## config.mk

```make
export PLATFORM = sky130hd
export DESIGN_NAME = source_code_tokenizer_core
export DESIGN_NICKNAME = d
export VERILOG_FILES = /design/src/hw/rtl/sct_pkg.sv /design/src/hw/rtl/source_code_tokenizer_core.sv
export SDC_FILE = /design/constraint.sdc
export NUM_CORES = 1
export LEC_CHECK = 0
export BUFFER_PORTS_ARGS = -buffer_cell sky130_fd_sc_hd__buf_4
export CAP_MARGIN = 20
export CORE_UTILIZATION = 35
export CTS_BUF_LIST = sky130_fd_sc_hd__clkbuf_16
export DETAILED_ROUTE_END_ITERATION = 6
export GPL_TIMING_DRIVEN = 0
export SLEW_MARGIN = 20
export SYNTH_ARGS = -nofsm -noshare
export SYNTH_HDL_FRONTEND = slang
export SYNTH_SLANG_ARGS = --single-unit
```

## constraint.sdc

```tcl
create_clock -name clk -period 8.85 [get_ports clk]
set_input_delay 2.2125 -clock clk [delete_from_list [all_inputs] [get_ports clk]]
set_output_delay 2.2125 -clock clk [all_outputs]
set_load 0.1 [all_outputs]
```

## src/hw/rtl/sct_pkg.sv

```systemverilog
// ----------------------------------------------------------------------------
// Source code tokenizer package
// Shared constants, token record and character class helpers.
// ----------------------------------------------------------------------------
package sct_pkg;

    localparam int LENGTH_BITS = 16;
    localparam int LINE_BITS   = 24;
    localparam int OFFSET_BITS = 32;

    localparam int LEN_W  = (LENGTH_BITS > 16) ? 16 : LENGTH_BITS;
    localparam int LINE_W = (LINE_BITS > 24) ? 24 : LINE_BITS;

    localparam logic [2:0] ADDR_START_LINE = 3'd0;

    localparam logic [2:0] CLS_EOF   = 3'd0;
    localparam logic [2:0] CLS_RELOP = 3'd1;
    localparam logic [2:0] CLS_IDENT = 3'd2;
    localparam logic [2:0] CLS_NUM   = 3'd3;
    localparam logic [2:0] CLS_OP    = 3'd4;
    localparam logic [2:0] CLS_SEP   = 3'd5;
    localparam logic [2:0] CLS_WS    = 3'd6;
    localparam logic [2:0] CLS_ERR   = 3'd7;

    localparam logic [2:0] REL_LT     = 3'd0;
    localparam logic [2:0] REL_LE     = 3'd1;
    localparam logic [2:0] REL_EQ     = 3'd2;
    localparam logic [2:0] REL_ASSIGN = 3'd3;
    localparam logic [2:0] REL_GT     = 3'd4;
    localparam logic [2:0] REL_GE     = 3'd5;
    localparam logic [2:0] REL_NE     = 3'd6;

    localparam logic [2:0] OP_PLUS  = 3'd0;
    localparam logic [2:0] OP_MINUS = 3'd1;
    localparam logic [2:0] OP_MUL   = 3'd2;
    localparam logic [2:0] OP_DIV   = 3'd3;

    localparam logic [2:0] SEP_SEMI   = 3'd0;
    localparam logic [2:0] SEP_COMMA  = 3'd1;
    localparam logic [2:0] SEP_LPAREN = 3'd2;
    localparam logic [2:0] SEP_RPAREN = 3'd3;
    localparam logic [2:0] SEP_LBRACE = 3'd4;
    localparam logic [2:0] SEP_RBRACE = 3'd5;
    localparam logic [2:0] SEP_LBRACK = 3'd6;
    localparam logic [2:0] SEP_RBRACK = 3'd7;

    localparam logic [2:0] KIND_NONE = 3'd0;

    localparam logic [7:0] CH_LT      = 8'h3C;
    localparam logic [7:0] CH_EQ      = 8'h3D;
    localparam logic [7:0] CH_GT      = 8'h3E;
    localparam logic [7:0] CH_BANG    = 8'h21;
    localparam logic [7:0] CH_SLASH   = 8'h2F;
    localparam logic [7:0] CH_STAR    = 8'h2A;
    localparam logic [7:0] CH_PLUS    = 8'h2B;
    localparam logic [7:0] CH_MINUS   = 8'h2D;
    localparam logic [7:0] CH_SEMI    = 8'h3B;
    localparam logic [7:0] CH_COMMA   = 8'h2C;
    localparam logic [7:0] CH_LPAREN  = 8'h28;
    localparam logic [7:0] CH_RPAREN  = 8'h29;
    localparam logic [7:0] CH_LBRACE  = 8'h7B;
    localparam logic [7:0] CH_RBRACE  = 8'h7D;
    localparam logic [7:0] CH_LBRACK  = 8'h5B;
    localparam logic [7:0] CH_RBRACK  = 8'h5D;
    localparam logic [7:0] CH_NEWLINE = 8'h0A;

    typedef struct packed {
        logic [2:0]  cls;
        logic [2:0]  kind;
        logic [7:0]  ch;
        logic [15:0] len;
        logic [31:0] start;
        logic [23:0] line;
        logic        last;
    } token_t;

    function automatic logic is_letter(input logic [7:0] b);
        is_letter = ((b >= 8'h61) && (b <= 8'h7A)) || ((b >= 8'h41) && (b <= 8'h5A));
    endfunction

    function automatic logic is_digit(input logic [7:0] b);
        is_digit = (b >= 8'h30) && (b <= 8'h39);
    endfunction

    function automatic token_t make_tok(input logic [2:0] cls, input logic [2:0] kind,
                                        input logic [7:0] ch, input logic [15:0] len,
                                        input logic [31:0] start, input logic [23:0] line);
        token_t t;
        t.cls   = cls;
        t.kind  = kind;
        t.ch    = ch;
        t.len   = len;
        t.start = start;
        t.line  = line;
        t.last  = 1'b0;
        make_tok = t;
    endfunction

endpackage

```

## src/hw/rtl/source_code_tokenizer_core.sv

```systemverilog
// ----------------------------------------------------------------------------
// Source code tokenizer core
// Scans one source byte per item and emits up to two tokens per item.
// ----------------------------------------------------------------------------
// Each accepted item is held in an input register, then scanned; its tokens
// are written together into the token queue, which drives the output.
// Throughput: one item per cycle while the four-entry token queue has room for
// two tokens, bounded by its single output port when items give two tokens.
// Reset: scanner idle, offset and lengths zero, start line and line count 1.
module source_code_tokenizer_core
    import sct_pkg::*;
(
    input  logic        clk,
    input  logic        rst_n,
    input  logic        s_tvalid,
    output logic        s_tready,
    input  logic [7:0]  s_tdata,   // in_byte
    input  logic        s_tlast,   // end_of_input
    output logic        m_tvalid,
    input  logic        m_tready,
    output logic [79:0] m_tdata,   // token_char, token_length, token_start, token_line
    output logic [5:0]  m_tuser,   // token_class, token_kind
    output logic        m_tlast,   // last_of_item
    input  logic        psel,
    input  logic        penable,
    input  logic        pwrite,
    input  logic [2:0]  paddr,
    input  logic [31:0] pwdata,
    output logic [31:0] prdata,
    output logic        pready
);

    localparam logic [3:0] M_IDLE    = 4'd0;
    localparam logic [3:0] M_LT      = 4'd1;
    localparam logic [3:0] M_EQ      = 4'd2;
    localparam logic [3:0] M_GT      = 4'd3;
    localparam logic [3:0] M_BANG    = 4'd4;
    localparam logic [3:0] M_IDENT   = 4'd5;
    localparam logic [3:0] M_NUMBER  = 4'd6;
    localparam logic [3:0] M_SLASH   = 4'd7;
    localparam logic [3:0] M_COMMENT = 4'd8;
    localparam logic [3:0] M_STAR    = 4'd9;

    localparam logic [LEN_W-1:0]  LEN_CAP  = '1;
    localparam logic [LINE_W-1:0] LINE_CAP = '1;

    logic                   in_valid_reg;
    logic [7:0]             in_byte_reg;
    logic                   in_eoi_reg;
    logic [3:0]             mode_reg, mode_next;
    logic [LEN_W-1:0]       plen_reg, plen_next;
    logic [OFFSET_BITS-1:0] pstart_reg, pstart_next;
    logic [OFFSET_BITS-1:0] pos_reg, pos_next;
    logic [LINE_W-1:0]      line_reg, line_next;
    logic [23:0]            start_line_reg;

    token_t                 fifo_reg [4];
    logic [1:0]             rd_ptr_reg;
    logic [1:0]             wr_ptr_reg;
    logic [2:0]             cnt_reg;

    token_t                 tok_a, tok_b;
    logic                   a_valid, b_valid;
    logic                   fire, pop, cfg_wr;
    logic [2:0]             cnt_after_pop;
    logic [1:0]             push_cnt;
    logic [7:0]             b;
    logic [31:0]            pos32, pstart32;
    logic [23:0]            line24;
    logic                   line_inc;
    logic [23:0]            cfg_line;

    assign pready   = 1'b1;
    assign cfg_wr   = psel && penable && pwrite && (paddr[2] == 1'b0);
    assign prdata   = (paddr[2] == 1'b0) ? {8'b0, start_line_reg} : 32'b0;
    assign cfg_line = pwdata[23:0];

    assign pop           = m_tvalid && m_tready;
    assign cnt_after_pop = cnt_reg - {2'b0, pop};
    assign fire          = in_valid_reg && (cnt_after_pop <= 3'd2);
    assign s_tready      = !in_valid_reg || fire;

    assign b        = in_byte_reg;
    assign pos32    = 32'(pos_reg);
    assign pstart32 = 32'(pstart_reg);
    assign line24   = 24'(line_reg);

    always_comb
    begin
        token_t flush_tok;
        logic   flush_valid;

        mode_next   = mode_reg;
        plen_next   = plen_reg;
        pstart_next = pstart_reg;
        pos_next    = pos_reg;
        line_inc    = 1'b0;
        a_valid     = 1'b0;
        b_valid     = 1'b0;
        tok_a       = make_tok(CLS_EOF, KIND_NONE, 8'd0, 16'd0, pos32, line24);
        tok_b       = tok_a;

        flush_valid = 1'b1;
        unique case (mode_reg)
            M_LT:     flush_tok = make_tok(CLS_RELOP, REL_LT, 8'd0, 16'd1, pstart32, line24);
            M_EQ:     flush_tok = make_tok(CLS_RELOP, REL_ASSIGN, 8'd0, 16'd1, pstart32, line24);
            M_GT:     flush_tok = make_tok(CLS_RELOP, REL_GT, 8'd0, 16'd1, pstart32, line24);
            M_BANG:   flush_tok = make_tok(CLS_ERR, KIND_NONE, CH_BANG, 16'd1, pstart32, line24);
            M_IDENT:  flush_tok = make_tok(CLS_IDENT, KIND_NONE, 8'd0, 16'(plen_reg),
                                           pstart32, line24);
            M_NUMBER: flush_tok = make_tok(CLS_NUM, KIND_NONE, 8'd0, 16'(plen_reg),
                                           pstart32, line24);
            M_SLASH:  flush_tok = make_tok(CLS_OP, OP_DIV, CH_SLASH, 16'd1, pstart32, line24);
            default:
            begin
                flush_tok   = tok_a;
                flush_valid = 1'b0;
            end
        endcase

        if (in_eoi_reg)
        begin
            mode_next = M_IDLE;
            a_valid   = flush_valid;
            tok_a     = flush_tok;
            b_valid   = 1'b1;
        end
        else
        begin
            logic done;
            done     = 1'b1;
            pos_next = pos_reg + 1'b1;
            unique case (mode_reg)
                M_COMMENT:
                begin
                    if (b == CH_STAR)
                        mode_next = M_STAR;
                    else if (b == CH_NEWLINE)
                        line_inc = 1'b1;
                end
                M_STAR:
                begin
                    if (b == CH_SLASH)
                        mode_next = M_IDLE;
                    else if (b != CH_STAR)
                    begin
                        mode_next = M_COMMENT;
                        line_inc  = (b == CH_NEWLINE);
                    end
                end
                M_LT, M_EQ, M_GT, M_BANG:
                begin
                    if (b == CH_EQ)
                    begin
                        a_valid   = 1'b1;
                        mode_next = M_IDLE;
                        unique case (mode_reg)
                            M_LT:    tok_a = make_tok(CLS_RELOP, REL_LE, 8'd0, 16'd2,
                                                      pstart32, line24);
                            M_EQ:    tok_a = make_tok(CLS_RELOP, REL_EQ, 8'd0, 16'd2,
                                                      pstart32, line24);
                            M_GT:    tok_a = make_tok(CLS_RELOP, REL_GE, 8'd0, 16'd2,
                                                      pstart32, line24);
                            default: tok_a = make_tok(CLS_RELOP, REL_NE, 8'd0, 16'd2,
                                                      pstart32, line24);
                        endcase
                    end
                    else
                        done = 1'b0;
                end
                M_IDENT:
                begin
                    if (is_letter(b) || is_digit(b))
                    begin
                        if (plen_reg < LEN_CAP)
                            plen_next = plen_reg + 1'b1;
                    end
                    else
                        done = 1'b0;
                end
                M_NUMBER:
                begin
                    if (is_digit(b))
                    begin
                        if (plen_reg < LEN_CAP)
                            plen_next = plen_reg + 1'b1;
                    end
                    else
                        done = 1'b0;
                end
                M_SLASH:
                begin
                    if (b == CH_STAR)
                        mode_next = M_COMMENT;
                    else
                        done = 1'b0;
                end
                default:
                    done = 1'b0;
            endcase

            if (!done)
            begin
                a_valid     = flush_valid;
                tok_a       = flush_tok;
                pstart_next = pos_reg;
                plen_next   = LEN_W'(1);
                mode_next   = M_IDLE;
                b_valid     = 1'b1;
                tok_b       = make_tok(CLS_WS, KIND_NONE, b, 16'd1, pos32, line24);
                priority case (1'b1)
                    (b == CH_LT):     begin mode_next = M_LT;    b_valid = 1'b0; end
                    (b == CH_EQ):     begin mode_next = M_EQ;    b_valid = 1'b0; end
                    (b == CH_GT):     begin mode_next = M_GT;    b_valid = 1'b0; end
                    (b == CH_BANG):   begin mode_next = M_BANG;  b_valid = 1'b0; end
                    (b == CH_SLASH):  begin mode_next = M_SLASH; b_valid = 1'b0; end
                    (b == CH_PLUS):   begin tok_b.cls = CLS_OP;  tok_b.kind = OP_PLUS;  end
                    (b == CH_MINUS):  begin tok_b.cls = CLS_OP;  tok_b.kind = OP_MINUS; end
                    (b == CH_STAR):   begin tok_b.cls = CLS_OP;  tok_b.kind = OP_MUL;   end
                    (b == CH_SEMI):   begin tok_b.cls = CLS_SEP; tok_b.kind = SEP_SEMI;   end
                    (b == CH_COMMA):  begin tok_b.cls = CLS_SEP; tok_b.kind = SEP_COMMA;  end
                    (b == CH_LPAREN): begin tok_b.cls = CLS_SEP; tok_b.kind = SEP_LPAREN; end
                    (b == CH_RPAREN): begin tok_b.cls = CLS_SEP; tok_b.kind = SEP_RPAREN; end
                    (b == CH_LBRACE): begin tok_b.cls = CLS_SEP; tok_b.kind = SEP_LBRACE; end
                    (b == CH_RBRACE): begin tok_b.cls = CLS_SEP; tok_b.kind = SEP_RBRACE; end
                    (b == CH_LBRACK): begin tok_b.cls = CLS_SEP; tok_b.kind = SEP_LBRACK; end
                    (b == CH_RBRACK): begin tok_b.cls = CLS_SEP; tok_b.kind = SEP_RBRACK; end
                    is_letter(b):     begin mode_next = M_IDENT;  b_valid = 1'b0; end
                    is_digit(b):      begin mode_next = M_NUMBER; b_valid = 1'b0; end
                    default:          line_inc = (b == CH_NEWLINE);
                endcase
            end
        end

        if (b_valid)
            tok_b.last = 1'b1;
        else
            tok_a.last = 1'b1;

        if (line_inc && (line_reg < LINE_CAP))
            line_next = line_reg + 1'b1;
        else
            line_next = line_reg;
    end

    assign push_cnt = fire ? ({1'b0, a_valid} + {1'b0, b_valid}) : 2'd0;

    always_ff @(posedge clk or negedge rst_n)
    begin
        if (!rst_n)
        begin
            in_valid_reg   <= 1'b0;
            mode_reg       <= M_IDLE;
            plen_reg       <= '0;
            pstart_reg     <= '0;
            pos_reg        <= '0;
            line_reg       <= LINE_W'(1);
            start_line_reg <= 24'd1;
            rd_ptr_reg     <= 2'd0;
            wr_ptr_reg     <= 2'd0;
            cnt_reg        <= 3'd0;
        end
        else
        begin
            if (s_tready)
                in_valid_reg <= s_tvalid;
            if (fire)
            begin
                mode_reg   <= mode_next;
                plen_reg   <= plen_next;
                pstart_reg <= pstart_next;
                pos_reg    <= pos_next;
            end
            if (cfg_wr)
            begin
                start_line_reg <= cfg_line;
                line_reg <= (cfg_line > 24'(LINE_CAP)) ? LINE_CAP : LINE_W'(cfg_line);
            end
            else if (fire)
                line_reg <= line_next;
            rd_ptr_reg <= rd_ptr_reg + {1'b0, pop};
            wr_ptr_reg <= wr_ptr_reg + push_cnt;
            cnt_reg    <= cnt_after_pop + {1'b0, push_cnt};
        end
    end

    always_ff @(posedge clk)
    begin
        if (s_tready)
        begin
            in_byte_reg <= s_tdata;
            in_eoi_reg  <= s_tlast;
        end
        if (fire)
        begin
            if (a_valid)
            begin
                fifo_reg[wr_ptr_reg] <= tok_a;
                if (b_valid)
                    fifo_reg[wr_ptr_reg + 2'd1] <= tok_b;
            end
            else if (b_valid)
                fifo_reg[wr_ptr_reg] <= tok_b;
        end
    end

    assign m_tvalid = (cnt_reg != 3'd0);
    assign m_tdata  = {fifo_reg[rd_ptr_reg].line, fifo_reg[rd_ptr_reg].start,
                       fifo_reg[rd_ptr_reg].len, fifo_reg[rd_ptr_reg].ch};
    assign m_tuser  = {fifo_reg[rd_ptr_reg].kind, fifo_reg[rd_ptr_reg].cls};
    assign m_tlast  = fifo_reg[rd_ptr_reg].last;

    a_cnt_bound: assert property (@(posedge clk) disable iff (!rst_n)
        cnt_reg <= 3'd4)
        else $error("token queue count out of range");

    a_eof_queued: assert property (@(posedge clk) disable iff (!rst_n)
        fire && in_eoi_reg |=> cnt_reg != 3'd0)
        else $error("end of input left no token queued");

    a_eof_idle: assert property (@(posedge clk) disable iff (!rst_n)
        fire && in_eoi_reg |=> mode_reg == M_IDLE)
        else $error("scanner not idle after end of input");

    a_eof_pos: assert property (@(posedge clk) disable iff (!rst_n)
        fire && in_eoi_reg |=> $stable(pos_reg))
        else $error("offset moved on end of input");

endmodule
```

==> results.toml <==
[synth]
synth_flop_cell = "edfxtp_1"
synth.most_common_cell = "edfxtp_1"
synth_top_cell_by_area = "edfxtp_1"
syn_avg_cell_area_um2 = 12.4
synth_area_um2 = 23400
synth.distinct_cells = 88
yosysWarnings = 0
netlist.area_leader.share = 0.382
ys_async_sr_fraction = 0.282
synth_edf_count = 297
ys_seq_area_frac = 0.583
ys_top_cells_by_count = "297 x edfxtp_1, 266 x nand2_1, 138 x dfrtp_1"
synthTopCellsByArea = "edfxtp_1 38%, dfrtp_1 15%, mux4_2 8.4%"
ys_ff_latch = 497
postSynthCellCount = 1890

[setup_path]
crit_fanout = 11
max_stage_delay_ps = 400
crit_arrival_ps = 4120
worstReg2RegEnd = "fifo_reg[3][15]"
r2r-start = "b[6]"
cp-start-kind = "input pin"
r2r_cells = 16
critPathSlowestCell = "nand2_1"
criticalPathCategory = "in2out"
r2r_slack_ps = 3900
cp.required_ps = 6640
worstPathCellList = "buf_4 -> and2_1 -> ha_1 -> ha_1 -> xnor2_2 -> nand2_1 -> nand2_1 -> buf_4"
endpoint_kind = "primary output"

[sta]
finalHoldViolations = 0
worst_pin_slew_ps = 1090
slew_violations = 0
fin_skew_ps = 23.1
timing.fmax_mhz = 158
period_share = 0.716
slew_headroom = 0.271
setup_viol = 0
rsz0062_at_grt = "false"
fin_setup_tns_ps = 0
post-route-min-period_ps = 6340

[global_routing]
grt_first_pass_wirelength_um = 96100
grtUsageMet3 = 0.0242
grt_usage = 0.186
grt_antenna_before_repair = 0
grt_start_max_net_pins = 75
grt_pass1_vias = 16000
use_met1 = 0.243
overflow = 0
grt.busiest_layer = "met2"
grtUsageMet2 = 0.318

[place]
port_buffers = 153
routabilityCongestion = 0.883
hpwl_um = 43200

[min_path]
min_path_cells = 2
min-delay-start = "start_line_reg[0]"
hold-path-endpoint = "start_line_reg[0]"
hp-class = "reg2reg"

[routing]
drc = 0
ant_nets = 0
firstDrtPassIters = 6
routed-via-count = 16300
drt_iter0_drc = 1548
wl_per_cell_um = 21.1
routed_wl_um = 63700
vias_per_cell = 5.40

[clock_network]
postCtsHoldBufs = 0
htreeDepth = 2
cts.sinks = 497
root_buffer = "clkbuf_16"
cts_buffers = 50
ctsResizeCount = 0
clk_latency_ps = 600
clk_pin_slew_ps = 60
cts_setup_buffers = 0
cts_tree = "done"
clk_path_buf_depth = 3

[floorplanning]
design.core.area_um2 = 65900
start_util = 0.355
dieArea_um2 = 67800
die_h_um = 260
fp.dieW_um = 260
rows = 94
pin_count = 173

[finish]
area_delta_synth_final_pct = 17.2
drive_above_1_share = 0.201
nets = 2169
largest_reg_flops = 348
n_antenna_cell = 0

[job]
max-cap-violations = 0

[run_status]
status = "complete, no violations"
-- metal layers --
layer	routed length (um)	share of wire
met1	26500	0.42
met2	31800	0.50
met4	1860	0.029
met5	0	0
met3	3520	0.055
-- metrics by stage --
stage	cells	cell area, um^2	utilization	worst slack, ps	hold WS, ps
after floorplan	1897	23400	-	2740	436
after global placement	2914	25600	0.389	1930	448
after detailed placement	2919	25800	0.392	2480	451
after CTS	3012	27400	0.416	2480	462
after global routing	3012	27400	0.416	2390	496
final	3012	27400	0.416	2510	460
-- final cells by class --
cell class              count  area [um^2]
inverters                  19         71.3
flip-flops and latches    497        13600
plain buffers             161          867
repair buffers            158         1290
clock buffers              52         1300
clock inverters            41          278
fillers                  6166        38500
well taps                 864         1080
multi-input cells        1220         8850
-- placed cells by master (no fill, tap or decap), types with 32 or more instances in the layout --
master	synthesis	layout
edfxtp_1	297	297
nand2_1	266	266
buf_4	15	167
dfrtp_1	138	138
a22o_1	115	115
nand3_1	109	109
o21ai_0	104	104
and2_1	99	99
mux4_2	87	87
clkbuf_1	79	79
nor2_1	60	60
dfxtp_1	60	60
clkbuf_16	0	52
xnor2_1	47	47
a21oi_1	37	37
nor2b_1	32	32
-- cells by family after synthesis --
family          share of synthesized area
simple gates                        0.154
flops                               0.583
compound gates                      0.102
buf+inv                            0.0391
mux                                0.0857
xor+xnor                           0.0296
fa+ha+maj                         0.00621
other cells                      0.000322
-- worst max-delay path: cells and delay by family --
family                     cells  cell delay, ps
and+or+nand+nor                3             690
adders and majority gates      2             430
buffers and inverters          2             500
xor gates and xnor gates       1             280
-- worst max-delay path by stage --
| stage | startpoint | endpoint | slack [ps] | cells past startpoint |
|---|---|---|---|---|
| 6_report | m_tready | s_tready | 2510 | 8 |
| 3_3_place_gp | m_tready | fifo_reg[3][43] | 1930 | 12 |
| 5_1_grt | m_tready | s_tready | 2390 | 8 |
| 4_1_cts | m_tready | s_tready | 2480 | 8 |
| 2_1_floorplan | m_tready | s_tready | 2740 | 6 |
| 3_5_place_dp | m_tready | s_tready | 2480 | 8 |
Power is not shown: default switching activity piles up to over one toggle a cycle in this logic, so the estimate is an artifact.
